File: src/rtl/mgs_pkg.sv
package mgs_pkg;

    localparam int unsigned FRAC_BITS = 24;
    localparam int unsigned SCORE_FRAC = 30;
    localparam logic [63:0] C_Q24 = 64'd17;
    localparam logic [63:0] ALL64 = '1;

    typedef struct packed {
        logic [15:0] ref_sample;
        logic [15:0] test_sample;
        logic        last_in_band;
    } t_pixel;

    typedef struct packed {
        logic [31:0] band_score;
        logic [31:0] average_score;
        logic [7:0]  band_index;
        logic        final_band;
        logic        empty_mask;
    } t_result;

    typedef struct packed {
        logic         start;
        logic [127:0] a;
        logic [63:0]  b;
        logic [127:0] init;
    } t_mul_req;

    typedef struct packed {
        logic         start;
        logic [4:0]   frac;
        logic [127:0] num;
        logic [127:0] den;
    } t_div_req;

    function automatic logic [63:0] sadd(input logic [63:0] a, input logic [63:0] b);
        logic [64:0] s;
        s = {1'b0, a} + {1'b0, b};
        return s[64] ? ALL64 : s[63:0];
    endfunction

    function automatic logic [63:0] qscale(input logic [127:0] p);
        logic [127:0] s;
        s = p >> FRAC_BITS;
        return (|s[127:64]) ? ALL64 : s[63:0];
    endfunction

endpackage

File: src/rtl/mgs_div.sv
module mgs_div (
    input  logic              i_clk,
    input  logic              i_rst_n,
    input  mgs_pkg::t_div_req i_req,
    output logic              o_done,
    output logic [63:0]       o_quot
);

    logic [127:0] r_num;
    logic [127:0] r_den;
    logic [127:0] r_rem;
    logic [63:0]  r_q;
    logic         r_over;
    logic [7:0]   r_cnt;
    logic         r_done;
    logic [127:0] rem2;
    logic         ge;

    assign rem2   = {r_rem[126:0], r_num[127]};
    assign ge     = rem2 >= r_den;
    assign o_done = r_done;
    assign o_quot = r_over ? mgs_pkg::ALL64 : r_q;

    always_ff @(posedge i_clk) begin
        if (!i_rst_n) begin
            r_cnt  <= '0;
            r_done <= 1'b0;
        end else begin
            r_done <= (r_cnt == 8'd1) && !i_req.start;
            if (i_req.start) begin
                r_num  <= i_req.num;
                r_den  <= i_req.den;
                r_rem  <= '0;
                r_q    <= '0;
                r_over <= 1'b0;
                r_cnt  <= 8'd128 + 8'(i_req.frac);
            end else if (r_cnt != 8'd0) begin
                r_num  <= r_num << 1;
                r_rem  <= ge ? rem2 - r_den : rem2;
                r_q    <= {r_q[62:0], ge};
                r_over <= r_over | r_q[63];
                r_cnt  <= r_cnt - 8'd1;
            end
        end
    end

endmodule

File: config.mk
export PLATFORM = sky130hd
export DESIGN_NAME = mgs_div
export DESIGN_NICKNAME = d
export VERILOG_FILES = /design/src/rtl/mgs_pkg.sv /design/src/rtl/mgs_div.sv
export SDC_FILE = /design/constraint.sdc
export NUM_CORES = 1
export LEC_CHECK = 0
export BUFFER_PORTS_ARGS = -buffer_cell sky130_fd_sc_hd__buf_2
export CORE_UTILIZATION = 45
export CTS_BUF_LIST = sky130_fd_sc_hd__clkbuf_8
export DETAILED_ROUTE_END_ITERATION = 10
export GPL_ROUTABILITY_DRIVEN = 0
export PLACE_DENSITY = 0.67
export REMOVE_ABC_BUFFERS = 1
export SYNTH_ARGS = -nofsm -noshare
export SYNTH_HDL_FRONTEND = slang
export SYNTH_SLANG_ARGS = --single-unit
File: constraint.sdc
create_clock -name i_clk -period 12.3 [get_ports i_clk]
set_input_delay 3.075 -clock i_clk [delete_from_list [all_inputs] [get_ports i_clk]]
set_output_delay 3.075 -clock i_clk [all_outputs]
set_load 0.005 [all_outputs]
==> out/metrics.yaml <==
grt_max_degree: 178
pwr_density_cell_mw_per_mm2: 160
grt_pass1_vias: 20000
synth_common_cells: "edfxtp_1 (448), a21oi_1 (214), nor2_1 (196), inv_1 (176), nand2_1 (160)"
core_mm2: 0.0592
hold_buffers: 0
route.met3.wl_mm: 4.46
r2r-start: "r_rem[41]"
syn-cell-area_mm2: 0.0271
final_nets: 3213
synthFlopType: "edfxtp_1"
max_stage_delay_ps: 920
cts_resized: 0
intPower_mw: 3.31
max_cap_violations: 0
start_util_pct: 45.8
hold_path.class: "reg -> reg"
dpl_cell_area_mm2: 0.0293
hold_viol: 0
clk_path_buf_depth: 3
period_share_pct: 42.7
via_count: 20300
max_freq_ghz: 0.191
cpMaxStageDelayCell: "buf_4"
dieArea_mm2: 0.0612
drt-total-wl_mm: 66.4
wl_met1_mm: 29.4
fillers: 5377
die_x_um: 247
cts_setup_buffers: 0
cellLeakagePower_nw: 12.5
clock_latency_ps: 660
setup_tns_ps: 0
rows: 89
gr-total-overflow: 0
cts_tree: "built"
skew_ps: 31.6
numCtsBuffers: 80
cp.arrival_ps: 5500
ys_top_cells_by_area: "edfxtp_1 (50%), ha_1 (6.0%), mux2_2 (5.4%), a21oi_1 (4.0%), mux2i_1 (3.1%)"
async_flop_share_pct: 0
yosys_warnings: 0
synth.most_common_cell: "edfxtp_1"
crit_start: "i_req[261]"
pwr-share-clk_pct: 28.1
critPathTopFamily: "buffers and inverters"
synth_edf_count: 448
total_power_mw: 4.93
maxSlewViolCount: 0
io_pins: 329
antenna_found_initial: 24
fp.dieH_um: 247
worstMarginPinSlew_ps: 1180
grt_use_total_pct: 21.4
syn_area_per_cell_um2: 10.7
required_ps: 12550
period_minus_slack_ps: 5250
p_sw_share_pct: 32.9
crit_path_max_fanout: 177
portBuffers: 328
fin_area_mm2: 0.0309
power_frac_seq_pct: 40.9
setup_slack_ps: 7050
endpoint_kind: "flip-flop"
wl_met2_mm: 30.2
first_pass_iters: 7
wl_per_cell_um: 18.1
synth_top_area_share_pct: 49.6
clk_pin_slew_worst_paths_ps: 60
postSynthCellCount: 2530
dp_slack_ps: 6410
cts_sinks: 457
drive_gt1_share_pct: 23.5
hpwl_mm: 47.5
outcome: "finished, final reports clean"
ir_drop_mv: 0.101
topRoutingLayerUsed: "met5"
drtAntennaViolNets: 0
maxSlewHeadroom_pct: 21.5
cp-start-kind: "primary input"
final_util_pct: 52.2
path_cells: "buf_8 -> o21a_4 -> buf_12 -> buf_4"
syn_to_final_growth_pct: 14.0
rsz0062_at_grt: "false"
cts_root_buf: "clkbuf_8"
synth_top_area_cell: "edfxtp_1"
hold_path_startpoint: "r_num[103]"
p_sw_mw: 1.62
synth_seq_cells: 457
ys_seq_area_share_pct: 50.3
vias_per_cell: 5.54
htree_levels: 3
drc_errors: 0
path_class: "in -> reg"
p_comb_share_pct: 31.0
ys_types: 78
setup_viol: 0
drtIter0Drc: 1538
grt_pass1_wl_mm: 104
critPathBufInv: 3
[power by group through the flow]
stage               combinational, mW  sequential, mW  clock [mW]
floorplan                        1.18            2.05           0
global placement                 1.48            2.04           0
detailed placement               1.51            2.04           0
CTS                              1.51            2.02        1.44
global route                     1.69            2.04        1.50
finish                           1.53            2.02        1.39
[state kept, by name, indices dropped and copies added (netlist names)]
signal	cells
r_over	1
r_rem	127
r_q	64
r_den	128
o_done	1
r_cnt	8
r_num	128
[area by class of cell]
cell class	count	area, um2	area share [%]
Inverter	176	661	2.14
Tap cell	773	967	3.13
Antenna cell	11	27.5	0.0891
Clock inverter	57	368	1.19
Timing Repair Buffer	341	1770	5.74
Sequential cell	457	13600	44.1
Multi-Input combinational cell	1762	12300	39.8
Clock buffer	86	1180	3.83
[kinds of logic after synthesis]
kind of cell    Yosys count  share of synthesized area, %
simple gates            710                          13.2
mux                     212                          8.42
flops                   457                          50.3
compound gates          589                          13.7
xor+xnor                120                          3.88
fa+ha+maj               131                          6.07
buf+inv                 311                          4.49
[layout by cell type, fill, tap and decap left out, drive strengths merged, types with 24 or more instances in the layout]
cell type,count
ha,130
nor3,31
nor2b,81
o21ai,123
xor2,37
o21a,24
buf,341
clkbuf,86
edfxtp,448
mux2i,83
a21oi,214
or2,70
inv,200
a211oi,34
nand2,162
nor2,196
o21bai,34
nand4,62
mux2,129
xnor2,83
a21o,53
clkinv,27
[through the flow]
| stage | cells | hold slack (ps) |
|---|---|---|
| after floorplan | 2395 | 500 |
| after global placement | 3509 | 526 |
| after detailed placement | 3509 | 533 |
| after CTS | 3652 | 542 |
| after global routing | 3658 | 557 |
| final | 3663 | 536 |
[layer usage]
layer	global-route usage (%)	vias up
met5	0	-
met4	8.84	28
met3	5.00	162
met2	33.6	638
met1	28.3	9654
li1	-	9810
[final timing paths]
kind                endpoint  slack [ps]  cells past startpoint
setup / recovery  r_rem[105]        7050                      4
hold / removal    r_num[104]         540                      1
setup reg to reg  r_rem[119]        7390                     15
hold reg to reg   r_num[104]         540                      1
[worst reg2reg max path: cells and delay by family, from the launching register on]
| kind | cells | cell delay [ps] |
|---|---|---|
| flops | 1 | 410 |
| simple gates | 8 | 2300 |
| fa+ha+maj | 1 | 420 |
| buf+inv | 2 | 870 |
| compound gates | 4 | 660 |
(Power assumes the default switching activity.)
