`src/rtl/mgs_pkg.sv`:
```
package mgs_pkg;

    localparam int unsigned FRAC_BITS = 24;
    localparam int unsigned SCORE_FRAC = 30;
    localparam logic [63:0] C_Q24 = 64'd17;
    localparam logic [63:0] ALL64 = '1;

    typedef struct packed {
        logic [15:0] ref_sample;
        logic [15:0] test_sample;
        logic        last_in_band;
    } t_pixel;

    typedef struct packed {
        logic [31:0] band_score;
        logic [31:0] average_score;
        logic [7:0]  band_index;
        logic        final_band;
        logic        empty_mask;
    } t_result;

    typedef struct packed {
        logic         start;
        logic [127:0] a;
        logic [63:0]  b;
        logic [127:0] init;
    } t_mul_req;

    typedef struct packed {
        logic         start;
        logic [4:0]   frac;
        logic [127:0] num;
        logic [127:0] den;
    } t_div_req;

    function automatic logic [63:0] sadd(input logic [63:0] a, input logic [63:0] b);
        logic [64:0] s;
        s = {1'b0, a} + {1'b0, b};
        return s[64] ? ALL64 : s[63:0];
    endfunction

    function automatic logic [63:0] qscale(input logic [127:0] p);
        logic [127:0] s;
        s = p >> FRAC_BITS;
        return (|s[127:64]) ? ALL64 : s[63:0];
    endfunction

endpackage

```
`src/rtl/mgs_mul.sv`:
```
module mgs_mul (
    input  logic              i_clk,
    input  logic              i_rst_n,
    input  mgs_pkg::t_mul_req i_req,
    output logic              o_done,
    output logic [127:0]      o_prod
);

    logic [127:0] r_a;
    logic [63:0]  r_b;
    logic [2:0]   r_k;
    logic         r_run;
    logic         r_ppv;
    logic [63:0]  r_pp;
    logic [2:0]   r_sh;
    logic [127:0] r_acc;
    logic         r_done;
    logic [31:0]  a_part;
    logic [31:0]  b_part;

    assign a_part = r_a[{r_k[2:1], 5'd0} +: 32];
    assign b_part = r_b[{r_k[0], 5'd0} +: 32];
    assign o_done = r_done;
    assign o_prod = r_acc;

    always_ff @(posedge i_clk) begin
        if (!i_rst_n) begin
            r_run  <= 1'b0;
            r_ppv  <= 1'b0;
            r_done <= 1'b0;
        end else begin
            r_done <= r_ppv && !r_run && !i_req.start;
            if (i_req.start) begin
                r_run <= 1'b1;
                r_ppv <= 1'b0;
                r_k   <= '0;
                r_a   <= i_req.a;
                r_b   <= i_req.b;
                r_acc <= i_req.init;
            end else begin
                r_ppv <= r_run;
                if (r_run) begin
                    r_pp <= a_part * b_part;
                    r_sh <= {1'b0, r_k[2:1]} + {2'b0, r_k[0]};
                    r_k  <= r_k + 3'd1;
                    if (r_k == 3'd7) begin
                        r_run <= 1'b0;
                    end
                end
                if (r_ppv) begin
                    r_acc <= r_acc + (128'(r_pp) << {r_sh, 5'd0});
                end
            end
        end
    end

endmodule

```
`config.mk`:
```
export PLATFORM = sky130hd
export DESIGN_NAME = mgs_mul
export DESIGN_NICKNAME = d
export VERILOG_FILES = /design/src/rtl/mgs_pkg.sv /design/src/rtl/mgs_mul.sv
export SDC_FILE = /design/constraint.sdc
export NUM_CORES = 2
export LEC_CHECK = 0
export BUFFER_PORTS_ARGS = -buffer_cell sky130_fd_sc_hd__buf_4
export CORE_UTILIZATION = 60
export DETAILED_ROUTE_END_ITERATION = 10
export PLACE_DENSITY = 0.9
export SLEW_MARGIN = 5
export SYNTH_ARGS = -nofsm -noshare
export SYNTH_HDL_FRONTEND = slang
export SYNTH_SLANG_ARGS = --single-unit
```
`constraint.sdc`:
```
create_clock -name i_clk -period 10.6 [get_ports i_clk]
set_input_delay 1.06 -clock i_clk [delete_from_list [all_inputs] [get_ports i_clk]]
set_output_delay 1.06 -clock i_clk [all_outputs]
set_load 0.02 [all_outputs]
```
==> results by group <==
Timing
  – Final Max Tran Viols: 0
  – RSZ-0062 raised after global routing: no
  – Period minus WS final: 10070 ps
  – F_max: 0.0993 GHz
  – Setup-failing EPs final: 0
  – Final setup TNS: 0 ps
  – Hold Violations, Final: 0
  – Setup ws final: 531 ps
  – Slew @ Worst Pin: approximately 1400 ps
  – Slew HR: between 3 and 4%
  – Final Cycle Share: a little over nine tenths
  – Clock Skew: ~68 ps

Layout
  – Post-layout nets: between 7000 and 8000
  – Layout cells sized above 1: 12.0%
  – Layout area overhead: 11.4%

Die
  – Effective utilization at floorplan: 60.7%
  – Num ports: 452
  – Die ar.: 0.0941 mm²
  – Row count: about 110
  – Die height: roughly 300 µm
  – Die Width: 307 µm
  – Placeable Area: 0.0918 mm²

Worst setup path
  – CP Capture Type: flop
  – Critical Path RT: roughly 11000 ps
  – CP peak stage delay: 970 ps
  – Max stage delay cell, worst path: mux2i_2
  – Cell repeated most along the worst path: fa_1
  – Critical path arrival: 10480 ps
  – Crit start category: flop
  – R2R Path End: r_pp[63]
  – Critical-path maximum fanout: 14
  – Slack of the worst reg-to-reg path: 530 ps
  – R2R depth: 28
  – Critical path class: reg -> reg
  – FF-to-FF Start: r_k[0]
  – Critical path origin: r_k[0]
  – Crit path to: r_pp[63]

CTS
  – Clock transition at the registers of the reported paths: 60 ps
  – Num CTS Buffers: 44
  – PostCTS Resize Cnt: 0
  – Clk_lat worst skew: 670 ps
  – Cts hold-fix bufs: 0
  – Post-CTS Setup Bufs: 0
  – CTS H-tree depth: 2
  – Maximum clock path buffer count: 3
  – Clock sinks: a little under 400
  – CTS tree: built
  – Clk root buf: clkbuf_16

Route
  – Drt drc: 0
  – TritonRoute pass-1 iters: 8
  – DRT iter0 DRCs: between 5000 and 6000
  – Detail Route Antenna Nets: 0
  – Final Routed Wirelength: 205000 µm
  – Vias per inst: about 6.2
  – DR vias: 47405
  – Routed length per instance: 26.9 µm

Global route
  – Largest net degree at the start of global routing: 116
  – First-pass GRT wire length: 302000 µm
  – Grt total ovfl: 0
  – Total track usage: approximately 44%
  – Antenna violations before repair: 9
  – Vias in the first global route: between 40000 and 50000

Synthesis
  – Synthesis Warnings: 0
  – Top post-synthesis cells by count: inv_1 (920), fa_1 (897), nand2_1 (822)
  – Cells after synthesis: between 6000 and 7000
  – Ys async rst share: 0%
  – Syn nets: 7613
  – Top post-synthesis cells by area: fa_1 (32%), edfxtp_1 (21%), ha_1 (8.8%)
  – Library cells used by synthesis: 86
  – Post-synth top area share: 32.2%
  – Synth area leader: fa_1
  – Mapped Avg Cell Area: 9.29 µm²
  – Post-synthesis sequential area ratio: 21.1%
  – Most numerous cell in the Yosys netlist: inv_1
  – #FFs+latches synth: between 300 and 400
  – Number of flops mapped to enable cells by yosys: 390
  – Synth Cell Area: 0.0557 mm²
  – Primary FF master, synth: edfxtp_1

Placement
  – Dpl ws: 692 ps
  – Port bufs: 451
  – HPWL Detailed: 166000 µm
  – Routability congestion estimate: roughly 1.1

Min path
  – Hold crit path type: reg -> reg

Job
  – Max Cap Viol: 0

Run status
  – Outcome: completed
flip-flops by register name, indices dropped and copies added, names as in the netlist:
signal	flops
r_a	128
r_b	64
r_k	3
r_sh	3
r_pp	64
o_prod	128
r_ppv	1
o_done	1
r_run	1
worst min-delay path by stage:
stage / start / endpoint / slack, ps / cells past startpoint
after global routing: i_req[128] / r_b[0] / 580 / 1
after CTS: r_run / r_ppv / 540 / 1
after floorplan: r_run / o_done / 430 / 1
final: r_run / r_ppv / 540 / 1
after detailed placement: r_run / r_ppv / 530 / 1
after global placement: r_run / r_ppv / 520 / 1
placed cells by master (no fill, tap or decap), drive strengths merged, types with 66 or more instances in the layout:
cell	netlist	layout
a21o	81	81
a21oi	264	264
buf	31	579
edfxtp	390	390
fa	897	897
ha	392	392
inv	920	928
mux2	66	66
mux2i	96	96
nand2	823	823
nand4	66	66
nor2	761	761
o21ai	318	318
xnor2	119	119
critical path: cells and delay by family (launching register included):
kind	cells	cell delay (ps)
AO/OA/AOI/OAI	7	2240
XOR/XNOR	1	80
multiplexers	1	970
AND/OR/NAND/NOR	5	690
flip-flops	1	400
adder cells (fa/ha/maj)	9	4480
buffers and inverters	5	1010
metal layers:
layer  vias to the layer above  track usage [%]  share of wire, %
met1                     22927             50.8                34
met3                      1041             11.9                12
met4                        12             33.6               9.5
met2                      3428             69.7                45
met5                         -                0             0.039
li1                      19997                -                 -
logic make-up (layout without fill, tap and decap cells):
family	count (synthesis)	count (layout)	share of synthesized area (%)
xor+xnor	182	182	2.86
mux	162	162	3.06
fa+ha+maj	1289	1289	41.0
simple gates	1834	1834	13.4
buf+inv	1206	1581	8.17
compound gates	935	935	10.3
flops	393	393	21.1
other cells	0	3	0
through the flow:
| step | hold WS [ps] | area (µm²) | cells | utilization, % |
|---|---|---|---|---|
| global placement | 522 | 60700 | 7538 | 66.1 |
| CTS | 543 | 62100 | 7619 | 67.6 |
| finish | 544 | 62100 | 7622 | 67.6 |
| detailed placement | 532 | 60700 | 7538 | 66.1 |
| floorplan | 430 | 55700 | 6001 | - |
| global route | 577 | 62100 | 7621 | 67.6 |
final cells by class:
| cell class | instances | area, µm² |
|---|---|---|
| timing repair buffer | 579 | 4380 |
| fill | 6990 | 29700 |
| antenna | 3 | 7.51 |
| tap | 1243 | 1560 |
| clock buffer | 52 | 1140 |
| sequential | 393 | 11800 |
| clock inverter | 29 | 256 |
| multi-input combinational | 4402 | 39500 |
| inverter | 921 | 3460 |
Power is not shown: default switching activity piles up to over one toggle a cycle in this logic, so the estimate is an artifact.
